File: config.mk
export PLATFORM = sky130hd
export DESIGN_NAME = median_of_7_filter_flat
export DESIGN_NICKNAME = d
export VERILOG_FILES = /design/src/rtl/mo7_pkg.sv /design/src/rtl/mo7_if.sv /design/src/rtl/mo7_cas.sv /design/src/rtl/mo7_stage.sv /design/src/rtl/mo7_front.sv /design/src/rtl/median_of_7_filter.sv /design/src/flat_wrapper.sv
export VERILOG_INCLUDE_DIRS = /design/src /design/src/rtl
export SDC_FILE = /design/constraint.sdc
export NUM_CORES = 2
export LEC_CHECK = 0
export BUFFER_PORTS_ARGS = -buffer_cell sky130_fd_sc_hd__buf_2
export CAP_MARGIN = 10
export CELL_PAD_IN_SITES_DETAIL_PLACEMENT = 1
export CELL_PAD_IN_SITES_GLOBAL_PLACEMENT = 1
export CORE_MARGIN = 3
export CORE_UTILIZATION = 30
export CTS_CLUSTER_DIAMETER = 60
export DETAILED_ROUTE_END_ITERATION = 10
export PLACE_DENSITY = 0.52
export RECOVER_POWER = 100
export SLEW_MARGIN = 20
export SYNTH_ARGS = -nofsm -noshare
export SYNTH_HDL_FRONTEND = slang
export SYNTH_SLANG_ARGS = --single-unit
File: constraint.sdc
create_clock -name clk -period 19.8 [get_ports clk]
set_input_delay 2.97 -clock clk [delete_from_list [all_inputs] [get_ports clk]]
set_output_delay 2.97 -clock clk [all_outputs]
set_load 0.03 [all_outputs]
File: src/rtl/median_of_7_filter_defines.svh
// Assertion macros used by the median filter front end (mo7_front).
`ifndef MEDIAN_OF_7_FILTER_DEFINES_SVH
`define MEDIAN_OF_7_FILTER_DEFINES_SVH

// Same-cycle implication, clocked on clk, off while rst is high.
`define MO7_ASSERT_NOW(lbl, ante, cons, msg) \
  lbl: assert property (@(posedge clk) disable iff (rst) (ante) |-> (cons)) \
    else $error(msg);

// Next-cycle implication, clocked on clk, off while rst is high.
`define MO7_ASSERT_NEXT(lbl, ante, cons, msg) \
  lbl: assert property (@(posedge clk) disable iff (rst) (ante) |=> (cons)) \
    else $error(msg);

`endif

File: src/rtl/mo7_pkg.sv
// Shared types and constants of the seven-tap median filter.
`default_nettype none

package mo7_pkg;

  localparam int WIN_LEN    = 7;        // samples in one window
  localparam int HIST_LEN   = 6;        // samples kept in the history cells
  localparam int MED_IDX    = 3;        // middle slot of the sorted window
  localparam int NUM_ROUNDS = WIN_LEN;  // odd-even transposition rounds

  typedef logic [1:0] cnt_t;

  localparam cnt_t CNT_ZERO    = 2'd0;
  localparam cnt_t CNT_FULL    = 2'd3;  // three samples taken: windows now yield medians
  localparam cnt_t FLUSH_FIRST = 2'd1;
  localparam cnt_t FLUSH_MID   = 2'd2;
  localparam cnt_t FLUSH_LAST  = 2'd3;

  // Control that travels with each window down the sorter.
  typedef struct packed {
    logic valid;
    logic final_res;
  } win_ctl_t;

endpackage

`default_nettype wire

File: src/rtl/mo7_if.sv
// Valid/ready channel interfaces for samples in and medians out.
`default_nettype none

interface mo7_sample_if #(parameter int SAMPLE_BITS = 32);
  logic                          valid;
  logic                          ready;
  logic signed [SAMPLE_BITS-1:0] sample;
  logic                          end_of_stream;

  modport source (output valid, sample, end_of_stream, input ready);
  modport sink   (input valid, sample, end_of_stream, output ready);
endinterface

interface mo7_median_if #(parameter int SAMPLE_BITS = 32);
  logic                          valid;
  logic                          ready;
  logic signed [SAMPLE_BITS-1:0] median;
  logic                          final_res;

  modport source (output valid, median, final_res, input ready);
  modport sink   (input valid, median, final_res, output ready);
endinterface

`default_nettype wire

File: src/rtl/mo7_cas.sv
// Compare-exchange cell: signed min to lo, max to hi.
`default_nettype none

module mo7_cas #(
  parameter int SAMPLE_BITS = 32
) (
  input  wire logic [SAMPLE_BITS-1:0] a,
  input  wire logic [SAMPLE_BITS-1:0] b,
  output logic      [SAMPLE_BITS-1:0] lo,
  output logic      [SAMPLE_BITS-1:0] hi
);

  logic swap;

  assign swap = $signed(b) < $signed(a);
  assign lo   = swap ? b : a;
  assign hi   = swap ? a : b;

endmodule

`default_nettype wire

File: src/rtl/mo7_stage.sv
// One registered round of the odd-even transposition sorter.
`default_nettype none

module mo7_stage
  import mo7_pkg::*;
#(
  parameter int SAMPLE_BITS = 32,
  parameter int PARITY      = 0
) (
  input  wire logic                                clk,
  input  wire logic                                rst,
  input  wire win_ctl_t                            up_ctl,
  input  wire logic [WIN_LEN-1:0][SAMPLE_BITS-1:0] up_data,
  output logic                                     up_ready,
  output win_ctl_t                                 dn_ctl,
  output logic      [WIN_LEN-1:0][SAMPLE_BITS-1:0] dn_data,
  input  wire logic                                dn_ready
);

  logic [WIN_LEN-1:0][SAMPLE_BITS-1:0] swapped;
  logic [WIN_LEN-1:0][SAMPLE_BITS-1:0] data;
  logic                                valid;
  logic                                final_res;

  // Pair (i, i+1) for every i of this round's parity; unpaired ends pass.
  for (genvar i = 0; i < WIN_LEN; i++) begin : g_slot
    localparam bit IS_LO = (i >= PARITY) && (((i - PARITY) % 2) == 0) && (i + 1 < WIN_LEN);
    localparam bit IS_HI = (i - 1 >= PARITY) && (((i - 1 - PARITY) % 2) == 0);
    if (IS_LO) begin : g_cell
      mo7_cas #(.SAMPLE_BITS(SAMPLE_BITS)) u_cas (
        .a  (up_data[i]),
        .b  (up_data[i+1]),
        .lo (swapped[i]),
        .hi (swapped[i+1])
      );
    end else if (!IS_HI) begin : g_pass
      assign swapped[i] = up_data[i];
    end
  end

  assign up_ready = !valid || dn_ready;

  always_ff @(posedge clk) begin
    if (rst) begin
      valid <= 1'b0;
    end else if (up_ready) begin
      valid <= up_ctl.valid;
    end
    if (up_ready && up_ctl.valid) begin
      data      <= swapped;
      final_res <= up_ctl.final_res;
    end
  end

  assign dn_ctl.valid     = valid;
  assign dn_ctl.final_res = final_res;
  assign dn_data          = data;

endmodule

`default_nettype wire

File: src/rtl/mo7_front.sv
// Window history cells with edge replication and end-of-stream flush.
`default_nettype none

module mo7_front
  import mo7_pkg::*;
#(
  parameter int SAMPLE_BITS = 32
) (
  input  wire logic                                clk,
  input  wire logic                                rst,
  mo7_sample_if.sink                               sample_stream,
  input  wire logic                                take,
  output win_ctl_t                                 win_ctl,
  output logic      [WIN_LEN-1:0][SAMPLE_BITS-1:0] win_data
);

`include "median_of_7_filter_defines.svh"

  logic [HIST_LEN-1:0][SAMPLE_BITS-1:0] hist;
  logic [HIST_LEN-1:0][SAMPLE_BITS-1:0] base;
  logic [SAMPLE_BITS-1:0]               hold;
  logic [SAMPLE_BITS-1:0]               newest;
  logic [SAMPLE_BITS-1:0]               s;
  cnt_t                                 cnt;
  cnt_t                                 step_k;
  logic                                 flushing;
  logic                                 acc;
  logic                                 eos;
  logic                                 emit_k;
  logic                                 adv_flush;

  assign s   = sample_stream.sample;
  assign eos = sample_stream.end_of_stream;

  assign sample_stream.ready = !flushing && take;
  assign acc = sample_stream.valid && sample_stream.ready;

  // Flush step k covers a position only if k + cnt reaches three.
  assign emit_k = flushing && ((step_k == FLUSH_LAST) ||
                               ((step_k == FLUSH_MID) && (cnt != CNT_ZERO)) ||
                               ((step_k == FLUSH_FIRST) && cnt[1]));
  assign adv_flush = flushing && (!emit_k || take);

  // First sample of a stream stands in for all earlier positions.
  always_comb begin
    if (flushing) begin
      base   = hist;
      newest = hold;
    end else begin
      base   = (cnt == CNT_ZERO) ? {HIST_LEN{s}} : hist;
      newest = s;
    end
  end

  assign win_data[HIST_LEN-1:0] = base;
  assign win_data[WIN_LEN-1]    = newest;
  assign win_ctl.valid          = flushing ? emit_k : (acc && (cnt == CNT_FULL));
  assign win_ctl.final_res      = flushing && (step_k == FLUSH_LAST);

  always_ff @(posedge clk) begin
    if (acc || adv_flush) begin
      hist[HIST_LEN-2:0] <= base[HIST_LEN-1:1];
      hist[HIST_LEN-1]   <= newest;
    end
    if (acc && eos) begin
      hold <= s;
    end
    if (rst) begin
      cnt      <= CNT_ZERO;
      step_k   <= FLUSH_FIRST;
      flushing <= 1'b0;
    end else if (acc) begin
      if (eos) begin
        flushing <= 1'b1;
        step_k   <= FLUSH_FIRST;
      end else if (cnt != CNT_FULL) begin
        cnt <= cnt + 2'd1;
      end
    end else if (adv_flush) begin
      if (step_k == FLUSH_LAST) begin
        flushing <= 1'b0;
        cnt      <= CNT_ZERO;
      end else begin
        step_k <= step_k + 2'd1;
      end
    end
  end

  `MO7_ASSERT_NEXT(a_eos_starts_flush, !rst && acc && eos, flushing && (step_k == FLUSH_FIRST) && (hold == $past(s)), "end of stream did not start a flush")
  `MO7_ASSERT_NEXT(a_flush_ends_clean, !rst && adv_flush && (step_k == FLUSH_LAST), !flushing && (cnt == CNT_ZERO), "flush did not return to a fresh stream")
  `MO7_ASSERT_NEXT(a_count_steps, !rst && acc && !eos && (cnt != CNT_FULL), cnt == $past(cnt) + 2'd1, "sample count did not advance")

endmodule

`default_nettype wire

File: src/rtl/median_of_7_filter.sv
// A median is formed when the sample three positions on is taken, then passes the sorter rounds.
// Throughput: one sample per cycle when not stalled; an end-of-stream sample holds off input
//   while it flushes; its window and the flush windows (up to four results) go out one per cycle.
// The sorter is seven registered odd-even compare-exchange rounds; the last is the output reg.
// Reset (rst, synchronous) empties the sorter and starts a new stream; history needs no clear.
`default_nettype none

module median_of_7_filter
  import mo7_pkg::*;
#(
  parameter int SAMPLE_BITS = 32
) (
  input  wire logic    clk,
  input  wire logic    rst,
  mo7_sample_if.sink   sample_stream,
  mo7_median_if.source median_stream
);

  // Stage r reads slot r and writes slot r + 1; slot 0 comes from the history
  // cells, the last slot is the output register.
  win_ctl_t                            ctl  [NUM_ROUNDS+1];
  logic [WIN_LEN-1:0][SAMPLE_BITS-1:0] data [NUM_ROUNDS+1];
  logic [NUM_ROUNDS:0]                 rdy;

  // History cells: six samples shift by one per request or flush step; the
  // newest sample (or the held end sample while flushing) completes the window.
  mo7_front #(.SAMPLE_BITS(SAMPLE_BITS)) u_front (
    .clk           (clk),
    .rst           (rst),
    .sample_stream (sample_stream),
    .take          (rdy[0]),
    .win_ctl       (ctl[0]),
    .win_data      (data[0])
  );

  // Seven rounds sort seven values; each round is a row of compare-exchange
  // cells with its own valid bit, so a stall only fills bubbles behind it.
  for (genvar r = 0; r < NUM_ROUNDS; r++) begin : g_round
    mo7_stage #(
      .SAMPLE_BITS (SAMPLE_BITS),
      .PARITY      (r % 2)
    ) u_stage (
      .clk      (clk),
      .rst      (rst),
      .up_ctl   (ctl[r]),
      .up_data  (data[r]),
      .up_ready (rdy[r]),
      .dn_ctl   (ctl[r+1]),
      .dn_data  (data[r+1]),
      .dn_ready (rdy[r+1])
    );
  end

  assign rdy[NUM_ROUNDS] = median_stream.ready;

  // Middle of the sorted window is the median.
  assign median_stream.valid     = ctl[NUM_ROUNDS].valid;
  assign median_stream.final_res = ctl[NUM_ROUNDS].final_res;
  assign median_stream.median    = data[NUM_ROUNDS][MED_IDX];

endmodule

`default_nettype wire
File: src/flat_wrapper.sv
// flat-port wrapper written by rule: the top's interface ports become plain ports
module median_of_7_filter_flat import mo7_pkg::*;
#(
  parameter int SAMPLE_BITS = 32
)
  (clk, rst, sample_stream_valid, sample_stream_sample, sample_stream_end_of_stream, sample_stream_ready, median_stream_valid, median_stream_median, median_stream_final_res, median_stream_ready);
  mo7_sample_if #(.SAMPLE_BITS(SAMPLE_BITS)) sample_stream_i ();
  mo7_median_if #(.SAMPLE_BITS(SAMPLE_BITS)) median_stream_i ();
  input  wire logic clk;
  input  wire logic rst;
  input wire logic [$bits(sample_stream_i.valid)-1:0] sample_stream_valid;
  input wire logic [$bits(sample_stream_i.sample)-1:0] sample_stream_sample;
  input wire logic [$bits(sample_stream_i.end_of_stream)-1:0] sample_stream_end_of_stream;
  output wire logic [$bits(sample_stream_i.ready)-1:0] sample_stream_ready;
  output wire logic [$bits(median_stream_i.valid)-1:0] median_stream_valid;
  output wire logic [$bits(median_stream_i.median)-1:0] median_stream_median;
  output wire logic [$bits(median_stream_i.final_res)-1:0] median_stream_final_res;
  input wire logic [$bits(median_stream_i.ready)-1:0] median_stream_ready;
  assign sample_stream_i.valid = sample_stream_valid;
  assign sample_stream_i.sample = sample_stream_sample;
  assign sample_stream_i.end_of_stream = sample_stream_end_of_stream;
  assign sample_stream_ready = sample_stream_i.ready;
  assign median_stream_valid = median_stream_i.valid;
  assign median_stream_median = median_stream_i.median;
  assign median_stream_final_res = median_stream_i.final_res;
  assign median_stream_i.ready = median_stream_ready;
  median_of_7_filter #(.SAMPLE_BITS(SAMPLE_BITS)) u_core (.clk(clk), .rst(rst), .sample_stream(sample_stream_i), .median_stream(median_stream_i));
endmodule
After elaboration in Yosys (flattened, before gate mapping)
Index checks and enable logic that the tools add are counted.
- flip-flop bits (word level): 1331
- bits in latches: 0
- memory bits (writable): 0
- bits in read-only memories: 0
- input bits: 37
- output and inout port bits: 35
- logic and storage cells: 177
- memories: 0
- $add $sub $neg: 2
- multiply operators: 0
- div/mod/pow operators: 0
- order comparisons: 18
- equal/unequal tests: 9
- shifts and indexed selects: 0
- muxes and demuxes: 47
- bitwise operators: 0
- reduce and logical (&&, ||, !) cells: 43
- operator list (cell ; count):
    $mux W32 ; 31
    $lt A32 B32 Y1 ; 18
    $mux W192 ; 2
    $mux W2 ; 9
    $logic_and A1 B1 Y1 ; 16
    $logic_or A1 B1 Y1 ; 11
    $logic_not A1 Y1 ; 9
    $ne A2 B2 Y1 const B ; 4
    $eq A2 B2 Y1 const B ; 3
    $reduce_and A3 Y1 ; 2
    $reduce_bool A2 Y1 ; 3
    $mux W1 ; 5
    $add A2 B1 Y2 const B ; 2
    $reduce_and A4 Y1 ; 1
    $eq A2 B1 Y1 const B ; 1
    $logic_not A2 Y1 ; 1
    $ne A2 B1 Y1 const B ; 1

Depth between registers and ports, before layout
- depth in word-level cells: 13
- depth in mapped cells: 20
- depth with buffers taken out: 14

Cells and area by module
From an unflattened synthesis, not the netlist that was laid out.
- cells, all modules: 6195
- area, all modules: 90583.1 um2
- modules (own cells, without submodules) (module ; times used ; cells an instance ; area each (um2) ; seq. area each (um2)):
    mo7_stage ; 7 ; 232 ; 6826.5 ; 6776.5
    mo7_cas ; 21 ; 182 ; 1594.0 ; 0.0
    mo7_front ; 1 ; 749 ; 9322.7 ; 6826.5

Worst setup path before layout
Ideal clock, no wire load.
- kind: input port to flip-flop
- start: input port median_stream_ready
- end: register u_core.g_round[3].u_stage.data (netlist bit u_core.g_round[3].u_stage.dn_data[0]) (enable)
- library setup time: 1041 ps
- arrival: 17213 ps
- data required time: 18759 ps
- setup slack: 1546 ps
- cell stages on the path: 3
- buffers on the path: 1
- cells stage by stage: and4b_1 -> clkbuf_1 -> a21boi_0
- cells in the longest elaborated chain, start to end: 5
- ends and longest elaborated chain (what ; line ; RTL):
    start, declared ; flat_wrapper.sv:18 ; input wire logic [$bits(median_stream_i.ready)-1:0] median_stream_ready;
    $logic_or A1 B1 Y1 (4 in a row) ; mo7_stage.sv:41 ; assign up_ready = !valid || dn_ready;
    $logic_and A1 B1 Y1 ; mo7_stage.sv:49 ; if (up_ready && up_ctl.valid) begin
    end signal, assigned ; mo7_stage.sv:50 ; data <= swapped;
    end, declared ; mo7_stage.sv:21 ; logic [WIN_LEN-1:0][SAMPLE_BITS-1:0] data;
No other way between the ends.
A chain may end at the register's enable or synchronous reset.

Worst setup path after layout
- start: register u_core.u_front.cnt[0]
- end: register u_core.g_round[0].u_stage.data (netlist bit u_core.g_round[0].u_stage.dn_data[97]), data pin
- cells in the longest elaborated chain, start to end: 5
- ends and longest elaborated chain (what ; line ; RTL):
    start, declared ; mo7_front.sv:24 ; cnt_t cnt;
    start signal, assigned ; mo7_front.sv:77 ; cnt <= cnt + 2'd1;
    $logic_not A2 Y1 * ; mo7_front.sv:50 ; base = (cnt == CNT_ZERO) ? {HIST_LEN{s}} : hist;
    $mux W192 * ; mo7_front.sv:50 ;
    $mux W192 * ; mo7_front.sv:46 ; if (flushing) begin
    $lt A32 B32 Y1 ; mo7_cas.sv:15 ; assign swap = $signed(b) < $signed(a);
    $mux W32 * ; mo7_cas.sv:17 ; assign hi = swap ? a : b;
    named net u_core.g_round[0].u_stage.g_slot[2].g_cell.u_cas.hi[1] ; mo7_cas.sv:10 ; output logic [SAMPLE_BITS-1:0] hi
    end signal, assigned ; mo7_stage.sv:50 ;
    end, declared ; mo7_stage.sv:21 ;
Mark *: on every way through the listed nets, which the timed path passes. The rest lies on a longest branch.

==> summary by stage <==
Floorplan
The I/O pin total is 72. The floorplan step defined a die boundary enclosing 241000 um2. The starting density of the core is roughly 30%. The core area is between 200000 and 250000 um2. The width of the chip is a little under 500 um. The cell row count is 177. The die boundary height is 491 um.

Pwr
The worst vdd rail ir drop is 0.0000913 V. The switching power share of the total is around 26%. The relative contribution of combinational cells to total power is around an eighth. The areal power density over the cells is approximately 91 nW/um2.

Summed over all nets, the switching power comes to about 1.9 mW. Of the total power, registers draw 45.3%. The cell-internal power is roughly 5.4 mW. The leakage power summed over all cells is 30.1 nW. The part of the power in the clock network is 41.9%.

Synthesis
The number of library cell types mapped by synthesis is between 70 and 80. The number of flops mapped to enable cells by yosys is 1319. Synthesis inferred approximately 1300 register bits. The most used flip-flop cell after synthesis is sky130_fd_sc_hd__edfxtp_1. After synthesis, the share of flip-flops with an asynchronous set or reset is 0%. Summing the sequential cell areas from Yosys gives 56.5% of the chip area. The biggest area consumer among synthesized cells is sky130_fd_sc_hd__edfxtp_1.

The number of warnings issued by yosys is 0. In this run the biggest area consumer among cell types represents 56.1% of the synthesized area. In the post-synthesis netlist, the biggest area contributors are sky130_fd_sc_hd__edfxtp_1, sky130_fd_sc_hd__mux2_2, sky130_fd_sc_hd__ha_1, sky130_fd_sc_hd__a21oi_1, sky130_fd_sc_hd__inv_1. The number of nets in the synthesized netlist is 5927. The synthesized netlist occupies a cell area of 70600 um2. The gate count after technology mapping is 5327. A synthesized cell averages about 13 um2.

Clock network
The number of buffers created by CTS is ~170. The root buffer cell chosen for the clock tree is sky130_fd_sc_hd__clkbuf_16. The clock network latency to the later pin of the worst-skew pair is 0.79 ns.

The clock passes through at most 3 buffers. The total setup buffers inserted after CTS is 0. The number of clock sinks is 1331.

The number of hold buffers added after CTS was 0. The CTS tree is done. Post-CTS repair changed the size of 0 cells. The count of H-tree levels built during CTS is 4.

The clock-pin slew reported for the worst setup and hold paths after clock tree synthesis is ~0.060 ns.

Layout
Summing all multi-input logic gate instances after layout gives ~27000 um2. From synthesis to final layout, the design area changed by 12.0%. After filler insertion, the fill cell instance count of the layout stands at 24500. The share of layout cells above drive strength 1 is 13.0%. The net total in the final layout is 5980.

The total area of sequential cells is 39800 um2.

Worst setup path
The critical path is of the reg -> reg type. The element type at the critical path end is a flop. The worst setup path is launched from a flop. The endpoint required time on the critical path is 20.20 ns. In this run the worst path has a maximum fanout of just under 60. The critical path arrival is between 10 and 15 ns.

Drt
The post-detailed-route wirelength per cell is 21.7 um. The uppermost layer routed is met4. The detailed-route DRC error count is 0. The first TritonRoute pass finished after 5 iterations.

Wire segments on met3 add up to 5.54 mm in the final route. The routed wire length is 188 mm. The total vias in the final route is approximately 42000. The number of nets with antenna violations after detailed routing is 0. After detailed routing, the met2 layer carries roughly 80 mm of wire. The met1 wire length is 93.9 mm. The number of DRC violations after detailed-routing iteration 0 is 2142. After detailed routing, the number of vias per cell comes to 4.88.

Outcome
The final reports fail on max-capacitance violations, max-slew violations. The run finished, with violations left.

STA
The number of hold violations in the final report is 0. Setup violations remaining at the end of the flow were counted as 0. Measured against its own limit, the worst slew margin works out to -441%. The clock arrives with 0.0234 ns of skew. The shortest clock period the worst path allows after layout is 12.73 ns.

Setup slack on the critical path of the routed design comes to 7.07 ns. Adding up every negative setup slack in the final design gives 0 ns. For the pin with the worst max-slew slack, the measured transition is 8.12 ns.

The maximum clock frequency is ~0.079 GHz. Setup repair after global routing left no endpoint under its margin. The final max-slew violation count is 2239. The fraction of the cycle the final worst path needs is 64.3%.

Placement
The minimum setup slack after placement is 11.66 ns. The final weighted congestion in routability-driven placement is between 0.8 and 0.9. Summed over all nets, the half-perimeter wirelength after detailed placement is between 100 and 150 mm.

The count of buffers inserted at the top-level ports is 71.

Global routing
The number of antenna violations at the first check in global routing is 8. For this run the aggregate overflow at the end of global routing stands at 0. The via count of the first global-routing pass came to 44100. Global routing consumed, over all layers together, between 10% and 20% of the routing resources. The largest net degree at the start of global routing is 131. The first-pass GRT wire length is 281 mm.

Flow run
The tool flagged a number of max-cap violations equal to 44.

Worst hold path
The tightest min-delay check is of the reg -> reg type.
## state kept, by name (all words and copies together) (netlist names)
name	count
u_core.u_front.flushing	1
u_core.u_front.hold	32
u_core.u_front.step_k	2
u_core.g_round.u_stage.valid	7
u_core.u_front.hist	192
u_core.u_front.cnt	2
u_core.g_round.u_stage.dn_data	1088
u_core.g_round.u_stage.final_res	7
## critical path: stages, from the launching register on
cell,delay [ns]
sky130_fd_sc_hd__dfxtp_1,0.37
sky130_fd_sc_hd__inv_1,0.06
sky130_fd_sc_hd__ha_1,0.24
sky130_fd_sc_hd__nand2b_1,1.04
sky130_fd_sc_hd__clkbuf_1,2.00
sky130_fd_sc_hd__clkbuf_1,2.20
sky130_fd_sc_hd__a21oi_1,0.69
sky130_fd_sc_hd__ha_1,0.52
sky130_fd_sc_hd__and2_0,0.19
sky130_fd_sc_hd__a221o_1,0.31
sky130_fd_sc_hd__a21oi_1,0.13
sky130_fd_sc_hd__o21ai_0,0.35
sky130_fd_sc_hd__a211o_1,0.49
sky130_fd_sc_hd__o22ai_1,1.07
sky130_fd_sc_hd__clkbuf_1,1.99
sky130_fd_sc_hd__a221oi_1,0.44
## Yosys cell counts, types with 4 or more instances
library cell,n
sky130_fd_sc_hd__edfxtp_1,1319
sky130_fd_sc_hd__mux2_2,675
sky130_fd_sc_hd__inv_1,653
sky130_fd_sc_hd__ha_1,563
sky130_fd_sc_hd__a21oi_1,498
sky130_fd_sc_hd__mux2i_1,195
sky130_fd_sc_hd__nand2_1,179
sky130_fd_sc_hd__nor2_1,146
sky130_fd_sc_hd__a221oi_1,134
sky130_fd_sc_hd__clkbuf_1,112
sky130_fd_sc_hd__o21ai_0,80
sky130_fd_sc_hd__nand4_1,70
sky130_fd_sc_hd__mux2_4,60
sky130_fd_sc_hd__nand3_1,60
sky130_fd_sc_hd__buf_2,47
sky130_fd_sc_hd__a21o_1,46
sky130_fd_sc_hd__buf_4,45
sky130_fd_sc_hd__a221o_1,41
sky130_fd_sc_hd__and2_1,38
sky130_fd_sc_hd__o22ai_1,33
sky130_fd_sc_hd__a211oi_1,31
sky130_fd_sc_hd__mux2_1,28
sky130_fd_sc_hd__nor3_1,26
sky130_fd_sc_hd__buf_6,18
sky130_fd_sc_hd__and4_1,17
sky130_fd_sc_hd__buf_1,16
sky130_fd_sc_hd__nor2b_1,16
sky130_fd_sc_hd__a31oi_1,13
sky130_fd_sc_hd__nand2b_1,13
sky130_fd_sc_hd__o211ai_1,13
sky130_fd_sc_hd__o21a_1,13
sky130_fd_sc_hd__dfxtp_1,12
sky130_fd_sc_hd__nor4_1,9
sky130_fd_sc_hd__a2111oi_0,8
sky130_fd_sc_hd__a21boi_0,8
sky130_fd_sc_hd__and3_1,6
sky130_fd_sc_hd__o221ai_1,6
sky130_fd_sc_hd__a211o_1,5
sky130_fd_sc_hd__o21bai_1,5
sky130_fd_sc_hd__or4_1,5
sky130_fd_sc_hd__o21ai_1,4
sky130_fd_sc_hd__o31ai_1,4
sky130_fd_sc_hd__or3_1,4
## layout by cell type (no fill, tap or decap), types with 13 or more instances in the layout
cell type / instances
sky130_fd_sc_hd__a211oi_1: 32
sky130_fd_sc_hd__a21o_1: 46
sky130_fd_sc_hd__a21oi_1: 496
sky130_fd_sc_hd__a221o_1: 41
sky130_fd_sc_hd__a221oi_1: 135
sky130_fd_sc_hd__and2_0: 16
sky130_fd_sc_hd__and2_1: 23
sky130_fd_sc_hd__and4_1: 17
sky130_fd_sc_hd__buf_4: 14
sky130_fd_sc_hd__bufinv_16: 15
sky130_fd_sc_hd__clkbuf_1: 130
sky130_fd_sc_hd__clkbuf_16: 171
sky130_fd_sc_hd__clkinv_1: 34
sky130_fd_sc_hd__clkinv_2: 29
sky130_fd_sc_hd__edfxtp_1: 1319
sky130_fd_sc_hd__ha_1: 562
sky130_fd_sc_hd__inv_1: 653
sky130_fd_sc_hd__mux2_1: 336
sky130_fd_sc_hd__mux2_2: 424
sky130_fd_sc_hd__mux2i_1: 195
sky130_fd_sc_hd__nand2_1: 179
sky130_fd_sc_hd__nand2b_1: 13
sky130_fd_sc_hd__nand3_1: 60
sky130_fd_sc_hd__nand4_1: 70
sky130_fd_sc_hd__nor2_1: 144
sky130_fd_sc_hd__nor2b_1: 14
sky130_fd_sc_hd__nor3_1: 27
sky130_fd_sc_hd__o211ai_1: 13
sky130_fd_sc_hd__o21a_1: 13
sky130_fd_sc_hd__o21ai_0: 81
sky130_fd_sc_hd__o22ai_1: 33
## area by class of cell
class / instances / share of cell area, %
Clock buffer: 198 / 5.58
Clock inverter: 107 / 1.26
Antenna cell: 1 / 0.00317
Sequential cell: 1331 / 50.4
Timing Repair Buffer: 123 / 0.655
Inverter: 654 / 3.11
Tap cell: 3132 / 4.96
Multi-Input combinational cell: 3104 / 34.0
## stage by stage
stage / hold slack (ns) / instances / utilization, % / area, um2 / total power [mW]
after floorplan: 0.400 / 5327 / - / 70600 / 4.01
after global placement: 0.403 / 8344 / 31.9 / 74300 / 4.23
after detailed placement: 0.405 / 8344 / 31.9 / 74300 / 4.26
after CTS: 0.416 / 8649 / 34.2 / 79700 / 7.33
after global routing: 0.422 / 8650 / 33.9 / 79000 / 7.55
final: 0.413 / 8650 / 33.9 / 79000 / 7.22
## path summary, 6_finish.rpt
kind / start / slack (ns) / endpoint / cells past startpoint
hold reg to reg: u_core.g_round[2].u_stage.dn_data[6] / 0.41 / u_core.g_round[3].u_stage.dn_data[6] / 0
setup reg to reg: u_core.u_front.cnt[0] / 7.07 / u_core.g_round[0].u_stage.dn_data[97] / 15
setup / recovery: u_core.u_front.cnt[0] / 7.07 / u_core.g_round[0].u_stage.dn_data[97] / 15
hold / removal: u_core.g_round[2].u_stage.dn_data[6] / 0.41 / u_core.g_round[3].u_stage.dn_data[6] / 0
## cells by family (layout without fill, tap and decap cells)
kind of cell / after synthesis / count (layout) / share of synthesized area [%]
adder cells (fa/ha/maj): 563 / 563 / 9.98
multiplexers: 958 / 958 / 15.3
XOR/XNOR: 10 / 10 / 0.193
AND/OR/NAND/NOR: 605 / 605 / 4.18
buffers and inverters: 892 / 1082 / 5.26
flip-flops: 1331 / 1331 / 56.5
AO/OA/AOI/OAI: 968 / 968 / 8.67
other: 0 / 1 / 0
## power by group through the flow
stage | Combinational [mW] | Sequential (mW) | Clock [mW]
after floorplan | 0.699 | 3.31 | 0
after global placement | 0.916 | 3.32 | 0
after detailed placement | 0.944 | 3.32 | 0
after CTS | 0.949 | 3.26 | 3.13
after global routing | 1.04 | 3.27 | 3.24
final | 0.930 | 3.27 | 3.02
## routing by layer
metal,vias to the layer above,track usage [%]
met3,249,2.07
met1,21200,22.1
met4,0,5.63
li1,20100,-
met5,-,0
met2,569,23.4
(Power assumes the default switching activity.)
